File: src/hw/rtl/tsa_pkg.sv
// ----------------------------------------------------------------------------
// tsa_pkg
// Shared constants and the arctangent table of the triangle solid angle unit.
// ----------------------------------------------------------------------------
`default_nettype none

package tsa_pkg;

   // width of the result angle
   localparam int ANGLE_WIDTH = 16;

   // angle accumulator, q30 radians with headroom for the quadrant fold
   localparam int ZW = 35;

   // cordic datapath width, the larger operand magnitude sits in [2^40, 2^41) on entry
   localparam int CXW = 44;

   // normalisation target: largest magnitude ends in [2^40, 2^41)
   localparam int NORM_LOW_BIT = 40;

   localparam int CORDIC_STEPS = 28;
   localparam int Q_BITS = 30;

   localparam logic signed [ZW-1:0] PI_Q30 = 35'sd3373259426;

   // atan(2^-i) in q30, fraction truncated except the last entry, which is rounded
   localparam logic [31:0] ATAN_Q30 [CORDIC_STEPS] = '{
      32'h3243F6A8, 32'h1DAC6705, 32'h0FADBAFC, 32'h07F56EA6, 32'h03FEAB76,
      32'h01FFD55B, 32'h00FFFAAA, 32'h007FFF55, 32'h003FFFEA, 32'h001FFFFD,
      32'h000FFFFF, 32'h0007FFFF, 32'h0003FFFF, 32'h0001FFFF, 32'h0000FFFF,
      32'h00007FFF, 32'h00003FFF, 32'h00001FFF, 32'h00000FFF, 32'h000007FF,
      32'h000003FF, 32'h000001FF, 32'h000000FF, 32'h0000007F, 32'h0000003F,
      32'h0000001F, 32'h0000000F, 32'h00000008
   };

endpackage

`default_nettype wire

File: src/hw/rtl/tsa_cordic_cell.sv
// ----------------------------------------------------------------------------
// tsa_cordic_cell
// One vectoring rotation of the cordic row with its own fixed shift.
// ----------------------------------------------------------------------------
`default_nettype none

module tsa_cordic_cell #(
   parameter int STEP = 0
) (
   input  logic clock,
   input  logic reset,
   input  logic enable,
   input  logic valid_in,
   input  logic zero_in,
   input  logic signed [tsa_pkg::CXW-1:0] x_in,
   input  logic signed [tsa_pkg::CXW-1:0] y_in,
   input  logic signed [tsa_pkg::ZW-1:0] z_in,
   output logic valid_ff,
   output logic zero_ff,
   output logic signed [tsa_pkg::CXW-1:0] x_ff,
   output logic signed [tsa_pkg::CXW-1:0] y_ff,
   output logic signed [tsa_pkg::ZW-1:0] z_ff
);
   import tsa_pkg::*;

   localparam logic signed [ZW-1:0] ANGLE = $signed({3'b000, ATAN_Q30[STEP]});

   logic signed [CXW-1:0] xs;
   logic signed [CXW-1:0] ys;

   assign xs = x_in >>> STEP;
   assign ys = y_in >>> STEP;

   always_ff @(posedge clock) begin
      if (reset) begin
         valid_ff <= 1'b0;
      end else if (enable) begin
         valid_ff <= valid_in;
      end
   end

   // rotate towards the x axis
   always_ff @(posedge clock) begin
      if (enable) begin
         zero_ff <= zero_in;
         if (!y_in[CXW-1]) begin
            x_ff <= x_in + ys;
            y_ff <= y_in - xs;
            z_ff <= z_in + ANGLE;
         end else begin
            x_ff <= x_in - ys;
            y_ff <= y_in + xs;
            z_ff <= z_in - ANGLE;
         end
      end
   end
endmodule

`default_nettype wire

File: config.mk
export PLATFORM = sky130hd
export DESIGN_NAME = tsa_cordic_cell
export DESIGN_NICKNAME = d
export VERILOG_FILES = /design/src/hw/rtl/tsa_pkg.sv /design/src/hw/rtl/tsa_cordic_cell.sv
export SDC_FILE = /design/constraint.sdc
export NUM_CORES = 1
export LEC_CHECK = 0
export BUFFER_PORTS_ARGS = -buffer_cell sky130_fd_sc_hd__buf_2
export CAP_MARGIN = 30
export CORE_MARGIN = 2
export CORE_UTILIZATION = 40
export CTS_BUF_LIST = sky130_fd_sc_hd__clkbuf_16
export CTS_CLUSTER_DIAMETER = 100
export CTS_CLUSTER_SIZE = 16
export DETAILED_ROUTE_END_ITERATION = 8
export PLACE_DENSITY = 0.66
export SLEW_MARGIN = 0
export SYNTH_ARGS = -nofsm -noshare
export SYNTH_HDL_FRONTEND = slang
export SYNTH_SLANG_ARGS = --single-unit
File: constraint.sdc
create_clock -name clock -period 6.1 [get_ports clock]
set_clock_uncertainty 0.1 [all_clocks]
set_input_delay 0.305 -clock clock [delete_from_list [all_inputs] [get_ports clock]]
set_output_delay 0.305 -clock clock [all_outputs]
set_load 0.02 [all_outputs]
# Word-level counts from Yosys, hierarchy flattened

Index checks and enable logic that the tools add are counted.
Widths: inputs -> output; s select.

Bits in writable memories: 0
Bits in registers: 125
Output and inout port bits: 125
Bits in read-only memories: 0
Memories kept: 0
Bits in latches: 0

Mux-type cells: 3
Magnitude comparators: 0
Bitwise gates (word level): 0
$mul: 0
Add/sub/neg operators: 5
Shift operators: 0
Reduce and logical (&&, ||, !) cells: 0
Eq/ne operators: 0
Div/mod/pow operators: 0

Operators with widths:

| cell                   | count |
|---|---|
| $mux 44                | 2 |
| $sub 44x44->44         | 2 |
| $add 44x44->44         | 1 |
| $add 35x31->35 const B | 1 |
| $mux 35                | 1 |
| $sub 35x31->35 const B | 1 |

# Longest topological paths before layout

Depth after elaboration: 2
Mapped depth: 14
Depth with buffers taken out: 12

# Least setup slack after synthesis

No wires, ideal clock.

Path kind: input -> register
From: input y_in[43] (netlist bit)
To: register z_ff[31] (netlist bit), data pin
Stages on the path: 14
Library setup time: 259 ps
Buffers on the path: 3
Arrival: 3,516 ps
Path slack: 2,225 ps
Data required time: 5,741 ps
Cell sequence: buf_2 inv_1 clkbuf_1 clkbuf_1 ha_1 nor2b_1 o31a_1 o31ai_1 o211ai_1 a21oi_1 o21bai_1 a211o_1 a31oi_1 xnor2_1

Cells in the longest elaborated chain, start to end: 1

RTL lines:

| what                   | RTL line              | RTL |
|---|---|---|
| start: declaration     | tsa_cordic_cell.sv:16 | `input logic signed [tsa_pkg::CXW-1:0] y_in,` |
| $mux 35                | tsa_cordic_cell.sv:46 | `if (!y_in[CXW-1]) begin` |
| end signal: assignment | tsa_cordic_cell.sv:49 | `z_ff <= z_in + ANGLE;` |
| end signal: assignment | tsa_cordic_cell.sv:53 | `z_ff <= z_in - ANGLE;` |
| end: declaration       | tsa_cordic_cell.sv:22 | `output logic signed [tsa_pkg::ZW-1:0] z_ff` |

No other way between the ends.
A chain may end at the register's enable or synchronous reset.

# Worst setup path after layout

From: input y_in[43] (netlist bit)
To: register z_ff[34] (netlist bit), data pin

The elaborated chain is that of the path after synthesis.

==> impl_metrics.toml <==
[status]
outcome = "complete, no violations"

[clock_tree]
clkLatencyLatePin_ns = 0.42
htreeDepth = 4
cts_tree = "built"
clk_pin_slew_ns = 0.06
cts_root_buf = "clkbuf_16"
cts_buffers = 17
ctsResizeCount = 0
ctsLongestPathBuffers = 2
clock-sinks = 124

[die]
io-pin-count = 253
start_util_pct = 40.46
rows = 67
fp.dieW_um = 187.9
die_h_um = 187.9
core_um2 = 33450
die-area_um2 = 35320

[setup_path]
crit_type = "in -> reg"
cp.required_ns = 6.17
cp_max_fo = 56
cp.arrival_ns = 3.96
startpoint_type = "primary input"
end_kind = "register"

[grt]
grt_pass1_wl_mm = 71.13
grt_max_degree = 71
overflow = 0
grt.total_usage_pct = 25.74
grt_pass1_vias = 12660
antenna_found_initial = 0

[sta]
hold_violations = 0
hold_slack_ns = 0.02009
tns_ns = 0
setup_viol = 0
maxSlewViolCount = 0
rsz0062_at_grt = "false"
fin_crit_ns = 3.883
slew_headroom_pct = 41.59
fmax_mhz = 257.5
final.period_utilization_pct = 63.66
tightest_slew_ns = 0.8762

[drt]
wl_mm = 46.57
route.vias.total = 13250
wl_per_cell_um = 20.62
drc = 0
viasPerCell = 5.868
detail-route-antenna-nets = 0
dr.first_iter.drc_count = 1541
dr.pass1.iters = 8

[final_layout]
num_antenna_cells = 0
regArea_um2 = 3714
multi_input_area_um2 = 8986
syn_to_final_growth_pct = 16.12
final_nets = 2101
nFillCells = 3340
drive_above_1_share_pct = 17.35
final_cell_mix = "buf_2, a21oi_1, ha_1, inv_1, edfxtp_1"
layout_commonest_cell = "buf_2"

[placement]
io_buffers = 252
place_hpwl_mm = 36.65
gp_congestion = 0.9657

[synthesis]
synthCells = 1583
ys.flop_type = "edfxtp_1"
synth-edff-count = 123
async_reset_ff_share_pct = 0
yosysWarnings = 0
netlist_area_um2 = 13530
ys_types = 87
ys_seq_area_share_pct = 27.44
avgSynthCellArea_um2 = 8.549
synth-seq-cells = 124
syn_nets = 1887

[flow_run]
drv_cap = 0

[pwr]
leakage_nw = 7.046
power.density_nw_per_um2 = 236.9
vdd_ir_drop_max_v = 0.0002037

[worst_hold_path]
holdCritPathClass = "in -> reg"
[cells by family (layout without fill, tap and decap cells)]
family | Yosys count | after routing | share of synthesized area (%)
compound gates | 553 | 553 | 26.48
fa+ha+maj | 176 | 176 | 16.49
flops | 124 | 124 | 27.44
simple gates | 382 | 382 | 14.23
buf+inv | 210 | 437 | 6.158
xor+xnor | 110 | 110 | 7.119
mux | 28 | 28 | 2.080
[final cells by class]
type | count | area share, %
clock buffer | 17 | 2.707
clock inverter | 15 | 0.9076
inverter | 144 | 3.439
multi-input combinational | 1249 | 57.18
sequential | 124 | 23.63
tap | 448 | 3.567
timing repair buffer | 261 | 8.567
[through the flow]
| step | instance area (µm²) | cells | setup WS [ns] | total power [W] | util (%) |
|---|---|---|---|---|---|
| CTS | 15720 | 2258 | 2.339 | 0.003725 | 46.98 |
| global route | 15720 | 2258 | 1.951 | 0.003902 | 46.98 |
| floorplan | 13530 | 1583 | 2.225 | 0.002177 | - |
| global placement | 15100 | 2221 | 1.990 | 0.002665 | 45.14 |
| detailed placement | 15100 | 2221 | 1.882 | 0.002672 | 45.14 |
| finish | 15720 | 2258 | 2.217 | 0.003723 | 46.98 |
[routing by layer]
layer | GRT usage [%] | vias to the layer above | part of all wire (%)
li1 | - | 6224 | -
met3 | 4.473 | 77 | 7.7
met1 | 35.51 | 6281 | 45
met2 | 40.41 | 668 | 44
met5 | 0 | - | 0
met4 | 9.267 | 0 | 2.9
[path summary, 6_finish.rpt]
check / cells past startpoint / endpoint / slack (ns) / startpoint
min reg2reg: 2 / valid_ff / 0.39 / valid_ff
min: 3 / valid_ff / 0.02 / valid_in
max reg2reg: 2 / valid_ff / 5.43 / valid_ff
max: 12 / z_ff[34] / 2.22 / y_in[43]
[timing repair]
action | in CTS | in global routing
hold endpoints to repair | 5 | 0
hold buffers | 5 | 0
setup endpoints to repair | 0 | 0
buffers inserted | 0 | 0
[flip-flops by register name (all words and copies together), names as in the netlist]
name      count
x_ff         44
zero_ff       1
y_ff         43
z_ff         35
valid_ff      1
[cell usage after synthesis, types with 16 or more instances]
| library cell | instances | area, µm² |
|---|---|---|
| a21o_1 | 45 | 337.8 |
| a21oi_1 | 197 | 986.0 |
| buf_2 | 18 | 90.09 |
| clkbuf_1 | 37 | 138.9 |
| edfxtp_1 | 123 | 3694 |
| ha_1 | 172 | 2152 |
| inv_1 | 141 | 529.3 |
| mux2i_1 | 27 | 270.3 |
| nand2_1 | 79 | 296.5 |
| nand3_1 | 35 | 175.2 |
| nand4_1 | 19 | 118.9 |
| nor2_1 | 106 | 397.9 |
| nor2b_1 | 20 | 125.1 |
| nor3_1 | 27 | 135.1 |
| o211ai_1 | 26 | 195.2 |
| o21ai_0 | 95 | 475.5 |
| o21bai_1 | 42 | 315.3 |
| o31ai_1 | 16 | 120.1 |
| xnor2_1 | 89 | 779.5 |
| xor2_1 | 21 | 183.9 |
[power breakdown]
group / leakage, nW / total, W / switching (W) / internal, W
clock: 0.291 / 0.00104 / 0.000410 / 0.000628
combinational: 5.54 / 0.00151 / 0.000994 / 0.000521
sequential: 1.21 / 0.00117 / 0.0000384 / 0.00113
[critical path, cell delays in order]
cell and delay (ns):
buf_4 0.52, inv_2 0.50, ha_1 0.51, o21ai_0 0.12, or3_1 0.38, a31oi_1 0.20, o21ba_2 0.18, o211ai_1 0.18
o221a_2 0.30, o21ai_0 0.35, and4_1 0.26, nor3_1 0.06
Note: power is estimated with default switching activity, not from simulation.
