File: src/hw/rtl/tsa_sqrt_cell.sv
// ----------------------------------------------------------------------------
// tsa_sqrt_cell
// One digit of a radix-2 restoring integer square root.
// ----------------------------------------------------------------------------
`default_nettype none

module tsa_sqrt_cell #(
   parameter int SSW = 34,
   parameter int J = 16
) (
   input  logic           clock,
   input  logic           enable,
   input  logic [SSW-1:0] rem_in,
   input  logic [SSW:0]   res_in,
   output logic [SSW-1:0] rem_ff,
   output logic [SSW:0]   res_ff
);
   localparam logic [SSW:0] BIT = (SSW+1)'(1) << (2 * J);

   logic [SSW:0]   trial;
   logic [SSW-1:0] rem_nx_in;
   logic [SSW:0]   res_nx_in;

   // trial subtract of the current digit
   always_comb begin
      trial = res_in + BIT;
      if ({1'b0, rem_in} >= trial) begin
         rem_nx_in = rem_in - trial[SSW-1:0];
         res_nx_in = (res_in >> 1) + BIT;
      end else begin
         rem_nx_in = rem_in;
         res_nx_in = res_in >> 1;
      end
   end

   always_ff @(posedge clock) begin
      if (enable) begin
         rem_ff <= rem_nx_in;
         res_ff <= res_nx_in;
      end
   end
endmodule

`default_nettype wire

File: config.mk
export PLATFORM = sky130hd
export DESIGN_NAME = tsa_sqrt_cell
export DESIGN_NICKNAME = d
export VERILOG_FILES = /design/src/hw/rtl/tsa_sqrt_cell.sv
export SDC_FILE = /design/constraint.sdc
export NUM_CORES = 1
export LEC_CHECK = 0
export BUFFER_PORTS_ARGS = -buffer_cell sky130_fd_sc_hd__buf_2
export CAP_MARGIN = 20
export CORE_ASPECT_RATIO = 1.2
export CORE_UTILIZATION = 48
export CTS_CLUSTER_SIZE = 30
export DETAILED_ROUTE_END_ITERATION = 6
export HOLD_SLACK_MARGIN = 0.1
export PLACE_DENSITY = 0.75
export SYNTH_ARGS = -nofsm -noshare
export SYNTH_HDL_FRONTEND = slang
export SYNTH_SLANG_ARGS = --single-unit
File: constraint.sdc
create_clock -name clock -period 5 [get_ports clock]
set_clock_uncertainty 0.2 [all_clocks]
set_input_delay 1 -clock clock [delete_from_list [all_inputs] [get_ports clock]]
set_output_delay 1 -clock clock [all_outputs]
set_load 0.01 [all_outputs]
# Yosys cells after proc, flatten, opt, wreduce, memory -nomap -nowiden
# Index checks and enable logic that the tools add are counted.
# classes
addsub	3
magnitude_cmp	1
mux	2
# ops
cell	count
$mux 34	2
$add 34x33->35 const B	1
$add 35x33->35 const B	1
$ge 34x35->1	1
$sub 34x34->34	1
# word_totals
reg_bits	69
in_bits	71
out_inout_bits	69
word_cells	9

# Longest topological paths before layout
# Gate-level depths: netlist (run 1).
# depth
ltp_word	3
depth_mapped	13
ltp_nobuf	12

# Worst setup path before layout (run 1)
# OpenSTA, ideal clock, no wires.
# synth_timing
path_kind	input -> register
from	input port res_in[28]
to	register rem_ff[14] (data pin)
setup_time_ps	260
arrival_time_ps	3193
required_ps	4540
slack_ps	1347
cell_stages	12
n_path_buf	3
path_cell_list	inv_1 > ha_1 > buf_2 > a21o_1 > a21o_1 > a21oi_1 > nor2_1 > or4b_1 > a21oi_2 > buf_6 > buf_6 > mux2_4
# synth_via
elab_chain_len	3
# synth_lines
item	line_no	text
from (decl)	14	input logic [SSW:0] res_in,
$add 35x33->35	26	trial = res_in + BIT;
$ge 34x35->1	27	if ({1'b0, rem_in} >= trial) begin
$mux 34	27	
net rem_nx_in[14]	21	logic [SSW-1:0] rem_nx_in;
to (signal assigned)	38	rem_ff <= rem_nx_in;
to (decl)	15	output logic [SSW-1:0] rem_ff,
# The timed path passes the listed nets, and every way through them passes these cells.
# A chain may end at the register's enable or synchronous reset.

# Final worst setup path (run 1)
# layout_timing
from	input port rem_in[0]
to	register rem_ff[26] (data pin)
# layout_via
elab_chain_len	2
elab_cells_between_ends	3
classes_between	add/sub (1); order compare (1); mux (1)
# layout_lines
item	line_no	text
from (decl)	13	input logic [SSW-1:0] rem_in,
$sub 34x34->34 / $ge 34x35->1 (equally long branches)	28, 27	
$mux 34 (*)	27	
net rem_nx_in[26]	21	
# The timed path passes the listed nets; every way through them passes the cells marked *.

==> metrics.cfg, run 1 <==
[run_status]
outcome=completed

[detailed_routing]
wire_per_inst_um=14.11
vias=3844
drtPass1Iterations=4
drt_iter0_drc=124
finalWirelength_um=10080
drc=0
viasPerCell=5.384
antenna_left=0

[cts]
clock_sinks=69
cts-htree-levels=3
cts_setup_buffers=0
clkTransAtPathRegs_ps=70
root_buffer=clkbuf_8
hold_buffers=0
cts_buffer_depth=2
cts_made_buffers=9
cts_resized=0
cts_tree=done

[yosys]
synth_seq_cells=69
yosysWarningCount=0
synthesis.nets=560
synthDistinctLibCells=54
synth_common_cells=edfxtp_1 (69), nand2_1 (50), inv_1 (42)
yosysMostFrequentCell=edfxtp_1
synth.avg_cell_area_um2=10.08
synthTopCellsByArea=edfxtp_1 (45%), ha_1 (9.9%), o21ai_0 (4.5%), nand2_1 (4.1%), xnor2_1 (3.7%)
syn_inst=452
synth_area_mm2=0.004554
synth_top_area_share_pct=45.49
synth_edf_count=69
yosysTopAreaCell=edfxtp_1
postSynth.asyncResetShare_pct=0
synth-main-ff-cell=edfxtp_1
ys_seq_area_share_pct=45.49

[timing]
max-slew-margin-rel_pct=43.53
timing.final.ws_setup_ps=1265
maxSlewViolCount=0
max_freq_mhz=267.8
timing.hold.ws_ps=632.6
rsz0062_at_grt=false
worst_pin_slew_ps=847.1
finalHoldViolCount=0
layout_min_cycle_time_ps=3735
period_share_pct=74.70
setup_viol=0
fin_tns_setup_ps=0

[die]
fp.dieW_um=90.92
start_util_pct=49.89
die_area_mm2=0.009883
coreArea_mm2=0.009129
die_h_um=108.7
rows=38
io_pins=140

[power_and_ir_drop]
power.density_mw_per_mm2=292.4
p_leak_nw=2.565
irDropWorstVdd_uv=159.1

[min_path]
min_to=res_ff[28]
hp-start=res_in[29]
hp-class=primary input to register
hold_depth=1

[finish]
stdcell_area_mm2=0.005520
fin_nets=697
areaGrowthSynthToFinish_pct=21.21
layout-drive-gt1-share_pct=28.62
diodes=0

[critical_path]
crit_path_start_kind=primary input
cp.required_ps=4970
crit_path_max_fanout=3
end_kind=register
worst-setup-path-type=primary input to register
cp.arrival_ps=3700

[grt]
grt_pass1_wl_um=15900
antenna_found_initial=0
grt_max_degree=38
grt-ovfl-total=0
gr-usage-all-layers_pct=20.32
grt_pass1_vias=3683

[placement]
io_buffers=139
place_worst_setup_slack_ps=935.8
place_area_mm2=0.005339
place.gp.congestion=0.8817
dp.final_hpwl_um=7844

[flow_run]
maxCapViolCount=0

[cells in the final DEF (no fill, tap or decap), drive strengths merged, types with 6 or more instances in the layout]
cell type,Yosys,final
buf,9,142
nor2,20,20
mux2,7,7
a21o,14,14
o31ai,7,7
nand2,50,50
edfxtp,69,69
xnor2,19,19
xor2,10,10
o21a,9,9
nor3,8,8
o21ai,41,41
inv,42,42
nand3,6,6
a21oi,31,31
ha,36,36
clkbuf,7,10
[metal layers]
layer | wire [um] | global-route usage (%)
met4 | 197 | 9.070
met2 | 5229 | 36.53
met3 | 464 | 4.045
met5 | 0 | 0
met1 | 4187 | 23.56
[registers in the layout, summed over array words and instances (netlist names)]
signal  flops
res_ff     35
rem_ff     34
[critical path, stage by stage]
cell      delay (ps)
buf_2            100
inv_1             50
ha_1             160
inv_1             50
fa_1             410
a21oi_1          250
o211ai_1         150
a31o_2           310
o221a_2          250
o31ai_1          360
a21oi_1          160
o21a_1           190
o31ai_1          240
[per-stage QoR]
| step | util (%) | instances | power [mW] |
|---|---|---|---|
| floorplan | - | 452 | 1.045 |
| global placement | 58.48 | 698 | 1.187 |
| detailed placement | 58.48 | 698 | 1.197 |
| CTS | 60.47 | 714 | 1.626 |
| global route | 60.47 | 714 | 1.697 |
| finish | 60.47 | 714 | 1.614 |
[area by class of cell]
type	count	area, um^2
Fill cell	802	3608
Clock inverter	6	53.80
Tap cell	120	150.1
Clock buffer	10	127.6
Sequential cell	69	2072
Timing Repair Buffer	142	718.2
Inverter	42	157.7
Multi-Input combinational cell	325	2241
[kinds of logic after synthesis]
group | count (synthesis) | share of synthesized area, %
compound gates | 139 | 19.70
simple gates | 113 | 11.54
flops | 69 | 45.49
buf+inv | 58 | 5.467
fa+ha+maj | 37 | 10.33
xor+xnor | 29 | 5.577
mux | 7 | 1.896
[report_power, final]
| group | switching [mW] | internal (mW) | total (mW) | leakage (nW) |
|---|---|---|---|---|
| clock network | 0.204 | 0.224 | 0.428 | 0.0888 |
| logic | 0.263 | 0.197 | 0.461 | 1.80 |
| registers | 0.0137 | 0.712 | 0.725 | 0.674 |
| total | 0.481 | 1.13 | 1.61 | 2.57 |
[how the worst max path moves through the flow]
stage	from	to	slack, ps
after detailed placement	res_in[28]	rem_ff[1]	940
after floorplan	res_in[28]	rem_ff[14]	1350
final	rem_in[0]	rem_ff[26]	1270
after global routing	rem_in[0]	rem_ff[26]	1080
after CTS	res_in[28]	rem_ff[1]	1300
after global placement	rem_in[0]	rem_ff[26]	940
No activity file was read; power rests on OpenSTA's default activity.
==> inputs of run 2 (changes only) <==
--- a/config.mk
+++ b/config.mk
@@ -5,6 +5,7 @@
 export SDC_FILE = /design/constraint.sdc
 export NUM_CORES = 1
 export LEC_CHECK = 0
+export ABC_AREA = 1
 export BUFFER_PORTS_ARGS = -buffer_cell sky130_fd_sc_hd__buf_2
 export CAP_MARGIN = 20
 export CORE_ASPECT_RATIO = 1.2
@@ -12,7 +13,7 @@
 export CTS_CLUSTER_SIZE = 30
 export DETAILED_ROUTE_END_ITERATION = 6
 export HOLD_SLACK_MARGIN = 0.1
-export PLACE_DENSITY = 0.75
+export PLACE_DENSITY = 0.74
 export SYNTH_ARGS = -nofsm -noshare
 export SYNTH_HDL_FRONTEND = slang
 export SYNTH_SLANG_ARGS = --single-unit
==> constraint.sdc (replaced) <==
create_clock -name clock -period 3.5 [get_ports clock]
set_clock_uncertainty 0.2 [all_clocks]
set_input_delay 0.7 -clock clock [delete_from_list [all_inputs] [get_ports clock]]
set_output_delay 0.7 -clock clock [all_outputs]
set_load 0.01 [all_outputs]
==> metrics.cfg, run 2 <==
[timing]
finalHoldViolCount=0  ; unchanged
setup_viol=0  ; unchanged
layout_min_cycle_time_ps=2834
rsz0062_at_grt=false  ; unchanged
max_freq_mhz=352.8
period_share_pct=80.98
fin_tns_setup_ps=0  ; unchanged
worst_pin_slew_ps=381.6  ; was 847.1 ps
maxSlewViolCount=0  ; unchanged
timing.hold.ws_ps=348.3  ; was 632.6 ps
max-slew-margin-rel_pct=74.29  ; was 43.53%

[finish]
layout-drive-gt1-share_pct=22.51  ; was 28.62%
regArea_mm2=0.002072  ; unchanged
fillCellCount=1038  ; was 802
top_register=res_ff  ; unchanged
areaGrowthSynthToFinish_pct=21.01  ; was 21.21%
final_cell_mix=nand2_1 (298), buf_2 (139), inv_1 (131)  ; was buf_2 (139), edfxtp_1 (69), nand2_1 (50)
top_regs=res_ff (35), rem_ff (34)  ; unchanged
largest_register_ffs=35  ; unchanged
diodes=0  ; unchanged
multi_input_area_mm2=0.002619  ; was 0.002241 mm^2
final_common_cell=nand2_1  ; was buf_2
fin_nets=987  ; was 697

[detailed_routing]
drt_iter0_drc=162  ; was 124
finalWirelength_um=13430  ; was 10080 um
viasPerCell=4.813  ; was 5.384
wire_per_inst_um=13.26  ; was 14.11 um
drc=18  ; was 0
vias=4876  ; was 3844
drtPass1Iterations=7  ; was 4
antenna_left=0  ; unchanged

[run_status]
failed_checks=DRC
outcome=complete, but fails checks  ; was completed

[power_and_ir_drop]
power.density_mw_per_mm2=411.9  ; was 292.4 mW/mm^2
p_leak_nw=3.515  ; was 2.565 nW
irDropWorstVdd_uv=236.5  ; was 159.1 uV

[die]
io_pins=140  ; unchanged
start_util_pct=49.81  ; was 49.89%
fp.dieW_um=97.82  ; was 90.92 um
die_h_um=117.0  ; was 108.7 um
coreArea_mm2=0.01062  ; was 0.009129 mm^2
rows=41  ; was 38
die_area_mm2=0.01144  ; was 0.009883 mm^2

[grt]
grt-ovfl-total=0  ; unchanged
antenna_found_initial=0  ; unchanged
grt_use_met3_pct=3.979  ; was 4.045%
grtUsageMet1_pct=29.08  ; was 23.56%
grt_max_degree=31  ; was 38
grt_pass1_vias=4649  ; was 3683
grt_pass1_wl_um=21940  ; was 15900 um
gr-usage-all-layers_pct=24.66  ; was 20.32%
met2_usage_pct=45.21  ; was 36.53%
grt-busiest-layer=met2  ; unchanged

[cts]
hold_buffers=0  ; unchanged
cts_made_buffers=9  ; unchanged
cts_tree=done  ; unchanged
cts_setup_buffers=0  ; unchanged
clock_sinks=69  ; unchanged
cts_buffer_depth=2  ; unchanged
clkTransAtPathRegs_ps=60  ; was 70 ps
root_buffer=clkbuf_16  ; was clkbuf_8
cts-htree-levels=3  ; unchanged
cts_resized=0  ; unchanged

[min_path]
hold_depth=1  ; unchanged
hp-class=primary input to register  ; unchanged

[yosys]
synth_top_area_share_pct=39.18  ; was 45.49%
synthesis.nets=835  ; was 560
yosysMostFrequentCell=nand2_1  ; was edfxtp_1
synth_area_mm2=0.005289  ; was 0.004554 mm^2
synthDistinctLibCells=29  ; was 54
synth-main-ff-cell=edfxtp_1  ; unchanged
postSynth.asyncResetShare_pct=0  ; unchanged
syn_inst=727  ; was 452
ys_seq_area_share_pct=39.18  ; was 45.49%
yosysWarningCount=0  ; unchanged
synth_edf_count=69  ; unchanged
synth.avg_cell_area_um2=7.275  ; was 10.08 um^2
yosysTopAreaCell=edfxtp_1  ; unchanged
synthTopCellsByArea=edfxtp_1 (39%), nand2_1 (21%), inv_1 (9.3%), ha_1 (8.5%), nor2_1 (3.7%)  ; was edfxtp_1 (45%), ha_1 (9.9%), o21ai_0 (4.5%), nand2_1 (4.1%), xnor2_1 (3.7%)
synth_seq_cells=69  ; unchanged
synth_common_cells=nand2_1 (298), inv_1 (131), edfxtp_1 (69)  ; was edfxtp_1 (69), nand2_1 (50), inv_1 (42)

[critical_path]
cp.required_ps=3390  ; was 4970 ps
end_kind=register  ; unchanged
worst-setup-path-type=primary input to register  ; unchanged
crit_path_start_kind=primary input  ; unchanged
cp.arrival_ps=2720  ; was 3700 ps
crit_path_max_fanout=4  ; was 3

[placement]
io_buffers=139  ; unchanged
place.gp.congestion=0.9812  ; was 0.8817
dp.final_hpwl_um=11100  ; was 7844 um

[flow_run]
maxCapViolCount=0  ; unchanged

-- run 2: changes by cell type after synthesis, moves of 16 or more --
cell     delta
nand2_1   +248
inv_1      +89
nor2_1     +32
o21ai_0    -29
nand3_1    +16
xnor2_1    -16
-- run 2: path summary, 6_finish.rpt --
path | startpoint | to | slack (ps)
max | rem_in[0] | rem_ff[28] | 670
min | res_in[31] | res_ff[30] | 350
-- run 2: report_power, final --
group / internal [mW] / switching [mW] / total (mW) / leakage (nW)
sequential: 1.02 / 0.0204 / 1.04 / 0.674
combinational: 0.282 / 0.490 / 0.773 / 2.71
clock: 0.473 / 0.346 / 0.820 / 0.129
total: 1.78 / 0.857 / 2.64 / 3.52
-- run 2: stage by stage --
step	power (mW)	util, %	cell area (um^2)	std cells	setup WS (ps)
floorplan	1.574	-	5289	727	858.8
global placement	1.827	57.75	6132	997	341.4
detailed placement	1.834	57.75	6132	997	333.7
CTS	2.656	60.27	6400	1013	693.4
global route	2.795	60.27	6400	1013	504.5
finish	2.636	60.27	6400	1013	665.8
-- run 2: area by class of cell --
type / count / area share (%)
Clock inverter: 7 / 0.6647
Multi-Input combinational cell: 514 / 40.92
Timing Repair Buffer: 148 / 11.93
Sequential cell: 69 / 32.38
Clock buffer: 9 / 3.519
Inverter: 137 / 8.074
Tap cell: 129 / 2.522
-- run 2: per-layer routing --
metal  vias to the layer above  part of all wire [%]
met4                         0                   2.4
met3                        21                   4.0
met5                         -                     0
met2                       118                    51
met1                      2172                    42
li1                       2565                     -
-- run 2: critical path, stage by stage --
cell	delay [ps]
buf_2	100
inv_1	60
ha_1	290
inv_1	120
fa_1	470
nand2_1	100
nand2_1	90
nand2_1	70
nand2_1	130
nand2_1	90
nand2_1	110
nand2_1	120
nand3b_1	100
nand3_2	90
nand2_1	80
-- run 2: cells by family (layout without fill, tap and decap cells) --
logic type	Yosys count	after routing	synth area share (%)
DFF	69	69	39.18
buffers and inverters	144	301	11.31
AOI/OAI and AO/OA	41	41	3.974
and+or+nand+nor	417	417	33.36
xor gates and xnor gates	19	19	3.289
adders and majority gates	37	37	8.895
